### config.mk
export PLATFORM = sky130hd
export DESIGN_NAME = imsu_ctrl
export DESIGN_NICKNAME = d
export VERILOG_FILES = /design/src/rtl/imsu_pkg.sv /design/src/rtl/imsu_ctrl.sv
export SDC_FILE = /design/constraint.sdc
export NUM_CORES = 1
export LEC_CHECK = 0
export BUFFER_PORTS_ARGS = -buffer_cell sky130_fd_sc_hd__buf_2
export CORE_AREA = 2 2 39 41
export DETAILED_ROUTE_END_ITERATION = 8
export DIE_AREA = 0 0 41 43
export GPL_TIMING_DRIVEN = 0
export PLACE_DENSITY = 0.57
export SYNTH_ARGS = -nofsm -noshare
export SYNTH_HDL_FRONTEND = slang
export SYNTH_SLANG_ARGS = --single-unit
### constraint.sdc
create_clock -name clk_i -period 3.4 [get_ports clk_i]
set_clock_uncertainty 0.15 [all_clocks]
set_input_delay 0.51 -clock clk_i [delete_from_list [all_inputs] [get_ports clk_i]]
set_output_delay 0.51 -clock clk_i [all_outputs]
set_load 0.01 [all_outputs]
### src/rtl/imsu_pkg.sv
// ----------------------------------------------------------------------------
// Ising Metropolis spin update: shared package
// Field widths, register indices and the command and status types passed
// between the controller and the datapath.
// ----------------------------------------------------------------------------
package imsu_pkg;

  localparam int SIDE_DEFAULT = 64;

  localparam int SITE_W      = 12;
  localparam int FRAC_W      = 24;
  localparam int MAG_W       = 14;
  localparam int CFG_IDX_W   = 1;
  localparam int RECIP_SHIFT = 24;

  localparam logic [CFG_IDX_W-1:0] REG_THR_TWO  = 1'b0;
  localparam logic [CFG_IDX_W-1:0] REG_THR_FOUR = 1'b1;

  typedef enum logic [2:0] {
    ADDR_OWN,
    ADDR_UP,
    ADDR_DOWN,
    ADDR_LEFT,
    ADDR_RIGHT
  } addr_sel_e;

  typedef struct packed {
    logic      load;
    logic      rd_en;
    addr_sel_e rd_sel;
    logic      acc_own;
    logic      acc_nbr;
    logic      commit;
    logic      clr_wr;
  } cmd_t;

  typedef struct packed {
    logic oor;
    logic clr_last;
  } status_t;

endpackage

### src/rtl/imsu_ctrl.sv
// ----------------------------------------------------------------------------
// Ising Metropolis spin update: controller
// Sequences the clearing pass, the lattice reads of each item (five inside the
// lattice, one outside), the decision with write-back and the result handshake.
// ----------------------------------------------------------------------------
module imsu_ctrl (
  input  logic                clk_i,
  input  logic                rst_ni,
  input  logic                in_valid_i,
  output logic                in_ready_o,
  output logic                out_valid_o,
  input  logic                out_ready_i,
  output imsu_pkg::cmd_t      cmd_o,
  input  imsu_pkg::status_t   status_i
);
  import imsu_pkg::*;

  typedef enum logic [2:0] {
    ST_CLEAR,
    ST_IDLE,
    ST_RD_OWN,
    ST_RD_UP,
    ST_RD_DOWN,
    ST_RD_LEFT,
    ST_RD_RIGHT,
    ST_DECIDE
  } state_e;

  state_e state_q;
  logic   in_ready_q;
  logic   out_valid_q;
  logic   slot_free;
  logic   commit;

  assign slot_free = !out_valid_q || out_ready_i;
  assign commit    = (state_q == ST_DECIDE) && slot_free;

  always_comb begin
    cmd_o         = '0;
    cmd_o.rd_sel  = ADDR_OWN;
    cmd_o.load    = in_ready_q && in_valid_i;
    cmd_o.commit  = commit;
    unique case (state_q)
      ST_CLEAR: begin
        cmd_o.clr_wr = 1'b1;
      end
      ST_IDLE: begin
      end
      ST_RD_OWN: begin
        cmd_o.rd_en  = 1'b1;
        cmd_o.rd_sel = ADDR_OWN;
      end
      ST_RD_UP: begin
        cmd_o.rd_en   = 1'b1;
        cmd_o.rd_sel  = ADDR_UP;
        cmd_o.acc_own = 1'b1;
      end
      ST_RD_DOWN: begin
        cmd_o.rd_en   = 1'b1;
        cmd_o.rd_sel  = ADDR_DOWN;
        cmd_o.acc_nbr = 1'b1;
      end
      ST_RD_LEFT: begin
        cmd_o.rd_en   = 1'b1;
        cmd_o.rd_sel  = ADDR_LEFT;
        cmd_o.acc_nbr = 1'b1;
      end
      ST_RD_RIGHT: begin
        cmd_o.rd_en   = 1'b1;
        cmd_o.rd_sel  = ADDR_RIGHT;
        cmd_o.acc_nbr = 1'b1;
      end
      ST_DECIDE: begin
      end
      default: begin
      end
    endcase
  end

  always_ff @(posedge clk_i or negedge rst_ni) begin
    if (!rst_ni) begin
      state_q     <= ST_CLEAR;
      in_ready_q  <= 1'b0;
      out_valid_q <= 1'b0;
    end else begin
      if (commit) begin
        out_valid_q <= 1'b1;
      end else if (out_ready_i) begin
        out_valid_q <= 1'b0;
      end
      unique case (state_q)
        ST_CLEAR: begin
          if (status_i.clr_last) begin
            state_q    <= ST_IDLE;
            in_ready_q <= 1'b1;
          end
        end
        ST_IDLE: begin
          if (in_valid_i) begin
            state_q    <= ST_RD_OWN;
            in_ready_q <= 1'b0;
          end
        end
        ST_RD_OWN: begin
          state_q <= status_i.oor ? ST_DECIDE : ST_RD_UP;
        end
        ST_RD_UP: begin
          state_q <= ST_RD_DOWN;
        end
        ST_RD_DOWN: begin
          state_q <= ST_RD_LEFT;
        end
        ST_RD_LEFT: begin
          state_q <= ST_RD_RIGHT;
        end
        ST_RD_RIGHT: begin
          state_q <= ST_DECIDE;
        end
        ST_DECIDE: begin
          if (slot_free) begin
            state_q    <= ST_IDLE;
            in_ready_q <= 1'b1;
          end
        end
        default: begin
          state_q <= ST_IDLE;
        end
      endcase
    end
  end

  assign in_ready_o  = in_ready_q;
  assign out_valid_o = out_valid_q;

endmodule

==> summary.md, run 1 <==
| Metric | Value |
|---|---|
| Synthesized net count | `43` |
| Sequential cell area fraction in the yosys report | `37.9%` |
| Internal power | `0.284 mW` |
| Relative slew slack | `88.3%` |
| Worst slew pin tran | `0.175 ns` |
| Sequential Power Share | `21.8%` |
| Die area | `0.00176 mm²` |
| Die X | `41 µm` |
| Worst path top cell family by delay | `buffers and inverters` |
| Worst EP arrival | `1.26 ns` |
| Post-DP HPWL | `544 µm` |
| Num Clock Sinks | `5` |
| Wire length of the first global-routing pass | `1100 µm` |
| Total power draw | `0.493 mW` |
| Async S/R FF share, synth | `100%` |
| Largest net degree at the start of global routing | `11` |
| Outcome | `completed` |
| CTS Root Cell | `clkbuf_4` |
| Dominant synthesized flop cell | `dfrtp_1` |
| Critical path buffers and inverters | `3` |
| Yosys reg bits | `5` |
| Most frequent cell after synthesis | `dfrtp_1` |
| Hold wc startpoint | `out_valid_o$_DFFE_PN0P_` |
| Leak | `0.241 nW` |
| Final period utilization | `56.6%` |
| Antenna diodes | `0` |
| Worst setup EP type | `output pin` |
| Worst-skew pair later-pin latency | `0.24 ns` |
| Final slew viol count | `0` |
| Setup TNS | `0 ns` |
| Io pins | `17` |
| First-pass detailed-route iteration total | `4` |
| Max incr delay on CP | `0.33 ns` |
| Peak VDD IR | `0.000380 V` |
| Yosys warnings | `0` |
| Top cell type by total area after synthesis | `dfrtp_1` |
| Worst Setup Start Kind | `flip-flop` |
| Fin. Hold Viols | `0` |
| CTS max path bufs | `2` |
| Synth Area per Inst | `8.93 µm²` |
| Worst Path Required | `2.74 ns` |
| Post-CTS setup repair buffer count | `0` |
| Critical-path top delay cell | `dfrtp_1` |
| Reg-to-reg startpoint | `state_q[2]$_DFFE_PN0P_` |
| Core Footprint | `0.00138 mm²` |
| Worst Setup SP | `state_q[2]$_DFFE_PN0P_` |
| Vias per cell | `4.41` |
| Num CTS Buffers | `3` |
| DRC viols | `0` |
| Synth unique cells | `21` |
| Total global-route track usage | `9.69%` |
| Most area-consuming cells after synthesis | `dfrtp_1 (38%), and3_2 (6.8%), buf_6 (6.8%), a21oi_1 (6.1%), buf_4 (4.5%)` |
| EDFF count, synth | `0` |
| TritonCTS clock tree | `yes` |
| H-tree depth | `1` |
| Initial drt markers | `11` |
| Post-Syn Area | `330 µm²` |
| CP max FO | `10` |
| DR vias | `326` |
| Post-Synthesis Cells | `37` |
| Final setup vio count | `0` |
| Maxcap violations | `0` |
| RSZ-0062 raised after global routing | `no` |
| DR WL/cell | `10.1 µm` |
| Worst hold path class | `flip-flop to flip-flop` |
| GPL Wtd Cong | `0.673` |
| Final Net Count | `65` |
| Post-Route WL | `748 µm` |
| Total congestion overflow | `0` |
| Post-synth top area share | `37.9%` |
| Comb power frac | `63.9%` |
| Psw | `0.209 mW` |
| Critical path, cell by cell | `buf_6 > nand3_1 > nor2b_2 > buf_4 > buf_2` |
| CTS clock-pin slew for the worst setup and hold paths | `0.04 ns` |
| # rows | `14` |
| Post-layout minimum cycle time | `1.92 ns` |
| Sw frac | `42.3%` |
| Initial Utilization | `23.9%` |
| Port Buffers | `16` |
| Die height | `43 µm` |
| Worst Path Class, Setup | `flip-flop to output pin` |
| Layout area overhead | `41.3%` |
| Number of global-route vias before repair | `254` |
| Share of cells above drive strength 1 | `50.0%` |
| Initial antenna violation count | `0` |
| Part of the power in the clock network | `14.3%` |
| Post-synth top cells | `dfrtp_1 (5), a21oi_1 (4), nor2_1 (4), and3_2 (3)` |
| ANT nets after route | `0` |
| Peak Freq | `520 MHz` |
| CTS resizes | `0` |
| PwrDens | `1060 mW/mm²` |
==> cell type report <==
cell class,count,area (µm²)
Buffer,4,37.5
Clock buffer,4,26.3
Fill cell,153,917
Inverter,2,10.0
Multi-Input combinational cell,26,158
Sequential cell,5,125
Tap cell,16,20.0
Timing Repair Buffer,17,90.1
==> per-layer routing <==
layer | global-route usage, % | up-vias | share of wire (%)
li1 | - | 169 | -
met1 | 13.1 | 144 | 48
met2 | 11.9 | 13 | 43
met3 | 9.42 | 0 | 9.5
met4 | 0 | 0 | 0
met5 | 0 | - | 0
==> sequential cells by signal (all words and copies together), names as in the netlist <==
name,count
in_ready_o,1
out_valid_o,1
state_q,3
==> placed cells by master, fill, tap and decap left out <==
cell,count
a21oi_1,4
a31oi_1,1
and2_1,1
and3_2,3
buf_2,16
buf_4,2
buf_6,2
clkbuf_1,1
clkbuf_4,3
dfrtp_1,5
dlygate4sd3_1,1
inv_1,1
inv_4,1
nand2_1,1
nand2b_1,1
nand3_1,2
nor2_1,4
nor2b_1,1
nor2b_2,1
nor3_1,2
o21ai_0,1
o21bai_1,1
o221a_2,1
o32a_1,1
xnor2_1,1
==> power groups by stage <==
stage	sequential (mW)	combinational, mW	clock [mW]
final	0.108	0.315	0.0703
after global routing	0.113	0.352	0.0794
after CTS	0.108	0.320	0.0742
after detailed placement	0.109	0.316	0
after global placement	0.109	0.314	0
after floorplan	0.111	0.221	0
==> through the flow <==
step	instance area, µm²	setup slack (ns)	std cells	hold slack (ns)	util (%)
floorplan	330	1.80	37	0.0644	-
global placement	430	1.55	69	0.179	31.1
detailed placement	430	1.56	69	0.179	31.1
CTS	467	1.46	74	0.385	33.7
global route	467	1.40	74	0.423	33.7
finish	467	1.48	74	0.371	33.7
==> tightest hold or removal path, cell delays in order, from the launching register on <==
cell and delay [ns]:
dfrtp_1 0.34, nand2b_1 0.08, nand2_1 0.07
==> final timing paths <==
path | end | slack (ns) | cells after the start
min | out_valid_o$_DFFE_PN0P_ | 0.37 | 2
min in group asynchronous | in_ready_o$_DFFE_PN0P_ | 0.46 | 2
max in group asynchronous | out_valid_o$_DFFE_PN0P_ | 2.50 | 2
max | cmd_o[1] | 1.48 | 5
max reg2reg | in_ready_o$_DFFE_PN0P_ | 2.21 | 4
min reg2reg | out_valid_o$_DFFE_PN0P_ | 0.37 | 2
==> timing repair <==
item                       4_1_cts  5_1_grt
hold buffers                     1        0
setup endpoints to repair        0        0
hold endpoints to repair         5        0
==> cells by family after synthesis <==
group / synth area share (%)
compound gates: 18.2
buf+inv: 14.4
simple gates: 26.9
xor+xnor: 2.65
flops: 37.9
Note: power is estimated with default switching activity, not from simulation.
==> run 2: changes to the inputs <==
--- a/config.mk
+++ b/config.mk
@@ -5,12 +5,13 @@
 export SDC_FILE = /design/constraint.sdc
 export NUM_CORES = 1
 export LEC_CHECK = 0
+export ABC_AREA = 1
 export BUFFER_PORTS_ARGS = -buffer_cell sky130_fd_sc_hd__buf_2
 export CORE_AREA = 2 2 39 41
 export DETAILED_ROUTE_END_ITERATION = 8
 export DIE_AREA = 0 0 41 43
 export GPL_TIMING_DRIVEN = 0
-export PLACE_DENSITY = 0.57
+export PLACE_DENSITY = 0.61
 export SYNTH_ARGS = -nofsm -noshare
 export SYNTH_HDL_FRONTEND = slang
 export SYNTH_SLANG_ARGS = --single-unit
==> constraint.sdc (replaced) <==
create_clock -name clk_i -period 1.84 [get_ports clk_i]
set_clock_uncertainty 0.15 [all_clocks]
set_input_delay 0.276 -clock clk_i [delete_from_list [all_inputs] [get_ports clk_i]]
set_output_delay 0.276 -clock clk_i [all_outputs]
set_load 0.01 [all_outputs]
==> summary.md, run 2 <==
| Metric | Value |
|---|---|
| Post-Synthesis Cells | `56` |
| Final period utilization | `89.4%` |
| CTS max path bufs | `2` |
| Post-CTS setup repair buffer count | `0` |
| CTS resizes | `0` |
| Synth unique cells | `14` |
| Number of global-route vias before repair | `378` |
| Worst EP arrival | `1.22 ns` |
| Yosys reg bits | `5` |
| Die area | `0.00176 mm²` |
| Part of the power in the clock network | `13.2%` |
| RSZ-0062 raised after global routing | `no` |
| Final Net Count | `84` |
| Synth Area per Inst | `6.77 µm²` |
| CTS Root Cell | `clkbuf_4` |
| PwrDens | `1850 mW/mm²` |
| Most common cell after layout, fill and taps aside | `nand2_1` |
| CP max FO | `6` |
| Util after Layout | `37.3%` |
| Hold_buf cts | `1` |
| Most frequent cell after synthesis | `nand2_1` |
| Sequential Power Share | `22.2%` |
| H-tree depth | `1` |
| Core Footprint | `0.00138 mm²` |
| Share of cells above drive strength 1 | `40.3%` |
| Fin. Hold Viols | `0` |
| Yosys warnings | `0` |
| Post-Syn Area | `379 µm²` |
| Peak Freq | `608 MHz` |
| Worst Path Required | `1.41 ns` |
| Internal power | `0.510 mW` |
| Maxcap violations | `0` |
| Relative slew slack | `83.6%` |
| Async S/R FF share, synth | `100%` |
| Total congestion overflow | `0` |
| Leak | `0.338 nW` |
| Layout area overhead | `36.0%` |
| DR vias | `383` |
| CTS clock-pin slew for the worst setup and hold paths | `0.04 ns` |
| Worst hold path class | `primary input to flip-flop` |
| # rows | `14` |
| Vias per cell | `4.12` |
| ANT nets after route | `0` |
| Worst setup EP type | `output pin` |
| Top cell type by total area after synthesis | `dfrtp_1` |
| Post-DP HPWL | `655 µm` |
| Max reg flops | `3` |
| Die height | `43 µm` |
| Final setup vio count | `0` |
| DRC viols | `0` |
| Largest register by flop count | `state_q` |
| Most area-consuming cells after synthesis | `dfrtp_1 (33%), nand2_1 (17%), nor2_1 (8.9%), nand3_2 (7.9%), inv_1 (7.9%)` |
| DR WL/cell | `8.52 µm` |
| Psw | `0.445 mW` |
| Initial Utilization | `27.4%` |
| Filler cell count | `159` |
| Total global-route track usage | `11.6%` |
| Comb power frac | `64.7%` |
| Num CTS Buffers | `3` |
| Io pins | `17` |
| Sw frac | `46.6%` |
| Worst slew pin tran | `0.245 ns` |
| Dominant synthesized flop cell | `dfrtp_1` |
| Outcome | `completed` |
| Post-Route WL | `792 µm` |
| Worst-skew pair later-pin latency | `0.24 ns` |
| Met3 wire length | `38 µm` |
| Initial drt markers | `6` |
| EDFF count, synth | `0` |
| Worst Path Class, Setup | `flip-flop to output pin` |
| Top sig layer | `met3` |
| Initial antenna violation count | `0` |
| Die X | `41 µm` |
| Most frequent cells in the layout | `nand2_1 (17), buf_2 (16), nor2_1 (9)` |
| Num Clock Sinks | `5` |
| Largest net degree at the start of global routing | `9` |
| First-pass detailed-route iteration total | `4` |
| Synthesized net count | `62` |
| TritonCTS clock tree | `yes` |
| Worst Setup Start Kind | `flip-flop` |
| DR WL met2 | `401 µm` |
| Final slew viol count | `0` |
| Peak VDD IR | `0.000627 V` |
| Sequential cell area fraction in the yosys report | `33.0%` |
| GPL Wtd Cong | `0.684` |
| Setup TNS | `0 ns` |
| Wl on met1 | `352 µm` |
| Post-layout minimum cycle time | `1.64 ns` |
| Wire length of the first global-routing pass | `1320 µm` |
| Post-synth top area share | `33.0%` |
| Port Buffers | `16` |
| Antenna diodes | `0` |
| Post-synth top cells | `nand2_1 (17), nor2_1 (9), inv_1 (8), dfrtp_1 (5)` |
==> run 2: final timing paths <==
check	from	to	slack, ns	cells after the start
setup reg to reg	state_q[2]$_DFFE_PN0P_	state_q[1]$_DFFE_PN0P_	0.54	6
max in group asynchronous	rst_ni	state_q[2]$_DFFE_PN0P_	1.18	2
setup / recovery	state_q[2]$_DFFE_PN0P_	cmd_o[0]	0.20	4
hold reg to reg	in_ready_o$_DFFE_PN0P_	in_ready_o$_DFFE_PN0P_	0.34	2
min in group asynchronous	rst_ni	in_ready_o$_DFFE_PN0P_	0.23	2
hold / removal	out_ready_i	out_valid_o$_DFFE_PN0P_	0.17	4
==> run 2: area by class of cell <==
type	count	area, µm²	share of cell area, %
Multi-Input combinational cell	37	183	35.4
Sequential cell	5	125	24.3
Timing Repair Buffer	17	90.1	17.5
Inverter	11	41.3	8.01
Buffer	3	30.0	5.83
Clock buffer	4	26.3	5.10
Tap cell	16	20.0	3.88
==> run 2: critical path, stage by stage, from the launching register on <==
cell     delay [ns]
dfrtp_1        0.45
nor2_2         0.24
nand2_1        0.11
inv_1          0.06
buf_2          0.11
==> run 2: cell families (layout without fill, tap and decap cells) <==
logic type / count (synthesis) / in the layout / share of synthesized area [%]
AOI/OAI and AO/OA: 2 / 2 / 3.96
xor gates and xnor gates: 1 / 1 / 2.31
buffers and inverters: 14 / 35 / 18.8
DFF: 5 / 5 / 33.0
and+or+nand+nor: 34 / 34 / 41.9
==> run 2: per-stage QoR <==
stage	area (µm²)	std cells	total power, mW	hold slack [ns]	setup slack (ns)
finish	515	93	0.955	0.166	0.195
global route	515	93	1.06	0.197	0.0989
CTS	515	93	0.970	0.162	0.182
detailed placement	479	88	0.834	-0.0488	0.448
global placement	479	88	0.821	-0.0496	0.468
floorplan	379	56	0.655	-0.170	0.606
==> run 2: power groups by stage <==
stage | Sequential, mW | Combinational, mW | Clock, mW
6_report | 0.212 | 0.617 | 0.126
2_1_floorplan | 0.215 | 0.440 | 0
4_1_cts | 0.212 | 0.625 | 0.133
3_5_place_dp | 0.213 | 0.622 | 0
5_1_grt | 0.218 | 0.698 | 0.140
3_3_place_gp | 0.211 | 0.610 | 0
==> run 2: metal layers <==
layer,vias to the layer above,GRT usage (%)
met3,0,1.57
met1,167,12.3
met2,11,17.5
li1,205,-
met5,-,0
met4,0,12.0
==> run 3: changes to the inputs <==
--- a/config.mk
+++ b/config.mk
@@ -12,6 +12,7 @@
 export DIE_AREA = 0 0 41 43
 export GPL_TIMING_DRIVEN = 0
 export PLACE_DENSITY = 0.61
+export RECOVER_POWER = 100
 export SYNTH_ARGS = -nofsm -noshare
 export SYNTH_HDL_FRONTEND = slang
 export SYNTH_SLANG_ARGS = --single-unit
==> constraint.sdc (replaced) <==
create_clock -name clk_i -period 2 [get_ports clk_i]
set_clock_uncertainty 0.15 [all_clocks]
set_input_delay 0.3 -clock clk_i [delete_from_list [all_inputs] [get_ports clk_i]]
set_output_delay 0.3 -clock clk_i [all_outputs]
set_load 0.01 [all_outputs]
==> summary.md, run 3 (synthesized netlist as in run 2, its figures left out) <==
| Metric | Value |
|---|---|
| Io pins | `17` |
| Worst slew pin tran | `0.275 ns` |
| Layout area overhead | `28.7%` |
| Multi-input gate area | `170 µm²` |
| DRC viols | `0` |
| # rows | `14` |
| Max incr delay on CP | `0.46 ns` |
| Num CTS Buffers | `3` |
| CP max FO | `6` |
| Critical path, cell by cell | `nand3_1 > nor2_1 > buf_4 > clkbuf_1` |
| Worst Setup Start Kind | `flip-flop` |
| Die X | `41 µm` |
| Largest net degree at the start of global routing | `9` |
| Share of cells above drive strength 1 | `20.8%` |
| Hold wc startpoint | `out_ready_i` |
| H-tree depth | `1` |
| Peak VDD IR | `0.000566 V` |
| RSZ-0062 raised after global routing | `no` |
| Max reg flops | `3` |
| Worst Path Required | `1.55 ns` |
| Leak | `0.294 nW` |
| Post-DP HPWL | `655 µm` |
| Initial Utilization | `27.4%` |
| Final slew viol count | `0` |
| Num Clock Sinks | `5` |
| Worst EP arrival | `1.26 ns` |
| DR WL/cell | `8.69 µm` |
| Reg-to-reg startpoint | `state_q[2]$_DFFE_PN0P_` |
| Outcome | `completed` |
| Critical-path top delay cell | `dfrtp_1` |
| CTS clock-pin slew for the worst setup and hold paths | `0.04 ns` |
| Largest register by flop count | `state_q` |
| Number of global-route vias before repair | `378` |
| Total global-route track usage | `11.6%` |
| Most frequent cells in the layout | `nand2_1 (18), clkbuf_1 (13), nor2_1 (9)` |
| PwrDens | `1710 mW/mm²` |
| FF+latch area | `125 µm²` |
| Port Buffers | `16` |
| Relative slew slack | `81.7%` |
| Initial drt markers | `6` |
| Min-Delay Endpoint | `out_valid_o$_DFFE_PN0P_` |
| Most common cell after layout, fill and taps aside | `nand2_1` |
| Final setup vio count | `0` |
| GPL Wtd Cong | `0.684` |
| CTS Root Cell | `clkbuf_4` |
| Vias per cell | `4.18` |
| Post-Route WL | `808 µm` |
| Worst reg2reg endpoint | `state_q[1]$_DFFE_PN0P_` |
| Worst hold path class | `primary input to flip-flop` |
| Antenna diodes | `0` |
| Final period utilization | `85.6%` |
| DR vias | `389` |
| Hold depth | `4` |
| Total congestion overflow | `0` |
| Core Footprint | `0.00138 mm²` |
| Setup TNS | `0 ns` |
| Wire length of the first global-routing pass | `1320 µm` |
| Worst Path Class, Setup | `flip-flop to output pin` |
| Reg2reg path depth | `6` |
| Hold_ws | `0.188 ns` |
| Total power draw | `0.837 mW` |
| TritonCTS clock tree | `yes` |
| Fin. Hold Viols | `0` |
| First-pass detailed-route iteration total | `4` |
| Filler cell count | `167` |
| Die area | `0.00176 mm²` |
| Maxcap violations | `0` |
| Peak Freq | `584 MHz` |
| Die height | `43 µm` |
| Post-layout minimum cycle time | `1.71 ns` |
| Worst-skew pair later-pin latency | `0.24 ns` |
| Initial antenna violation count | `0` |
| Flop-to-flop setup slack | `0.69 ns` |
| CTS max path bufs | `2` |
| Worst setup EP type | `output pin` |
| ANT nets after route | `0` |
| Final Net Count | `84` |
## run 3: cell count changes in the layout (fill, tap and decap cells not counted)
cell | previous run | this run
buf_2 | 16 | 4
clkbuf_1 | 1 | 13
nand3_1 | 0 | 2
nand3_2 | 3 | 1
nand2_1 | 17 | 18
nand2_2 | 3 | 2
## run 3: layout make-up
type                       count  area share (%)
buffer                         3            6.15
tap                           16            4.10
sequential                     5            25.6
timing repair buffer          17            15.4
clock buffer                   4            5.38
inverter                      11            8.46
multi-input combinational     37            34.9
## run 3: critical path, delay by kind of cell, from the launching register on
| kind | cells | cell delay, ns |
|---|---|---|
| DFF | 1 | 0.46 |
| and+or+nand+nor | 2 | 0.33 |
| buffers and inverters | 2 | 0.24 |
## run 3: how the worst max path moves through the flow
stage                            from        to
6_report       state_q[2]$_DFFE_PN0P_  cmd_o[1]
5_1_grt        state_q[2]$_DFFE_PN0P_  cmd_o[1]
4_1_cts        state_q[2]$_DFFE_PN0P_  cmd_o[0]
3_5_place_dp   state_q[2]$_DFFE_PN0P_  cmd_o[0]
3_3_place_gp   state_q[2]$_DFFE_PN0P_  cmd_o[0]
2_1_floorplan  state_q[1]$_DFFE_PN0P_  cmd_o[0]
## run 3: power by group
group | switching, mW | internal, mW | total [mW] | leakage, nW
Clock | 0.0415 | 0.0754 | 0.117 | 0.0150
Combinational | 0.320 | 0.206 | 0.526 | 0.219
Sequential | 0.0403 | 0.153 | 0.194 | 0.0604
## run 3: repair_timing
item / CTS / global route
hold buffers: 1 / 0
endpoints found under the hold margin: 5 / 0
buffers inserted: 0 / 0
resized for setup: 0 / 0
## run 3: routing by layer
metal  routed length (µm)  share of wire [%]  track usage (%)
met1                  367                 45             12.3
met2                  382                 47             17.5
met5                    0                  0                0
met4                   12                1.5             12.0
met3                   44                5.4             1.57
## run 3: through the flow
stage / setup WS [ns] / instance area [µm²] / std cells / util (%)
after floorplan: 0.742 / 379 / 56 / -
after global placement: 0.604 / 479 / 88 / 34.6
after detailed placement: 0.584 / 479 / 88 / 34.6
after CTS: 0.318 / 515 / 93 / 37.3
after global routing: 0.202 / 488 / 93 / 35.3
final: 0.287 / 488 / 93 / 35.3
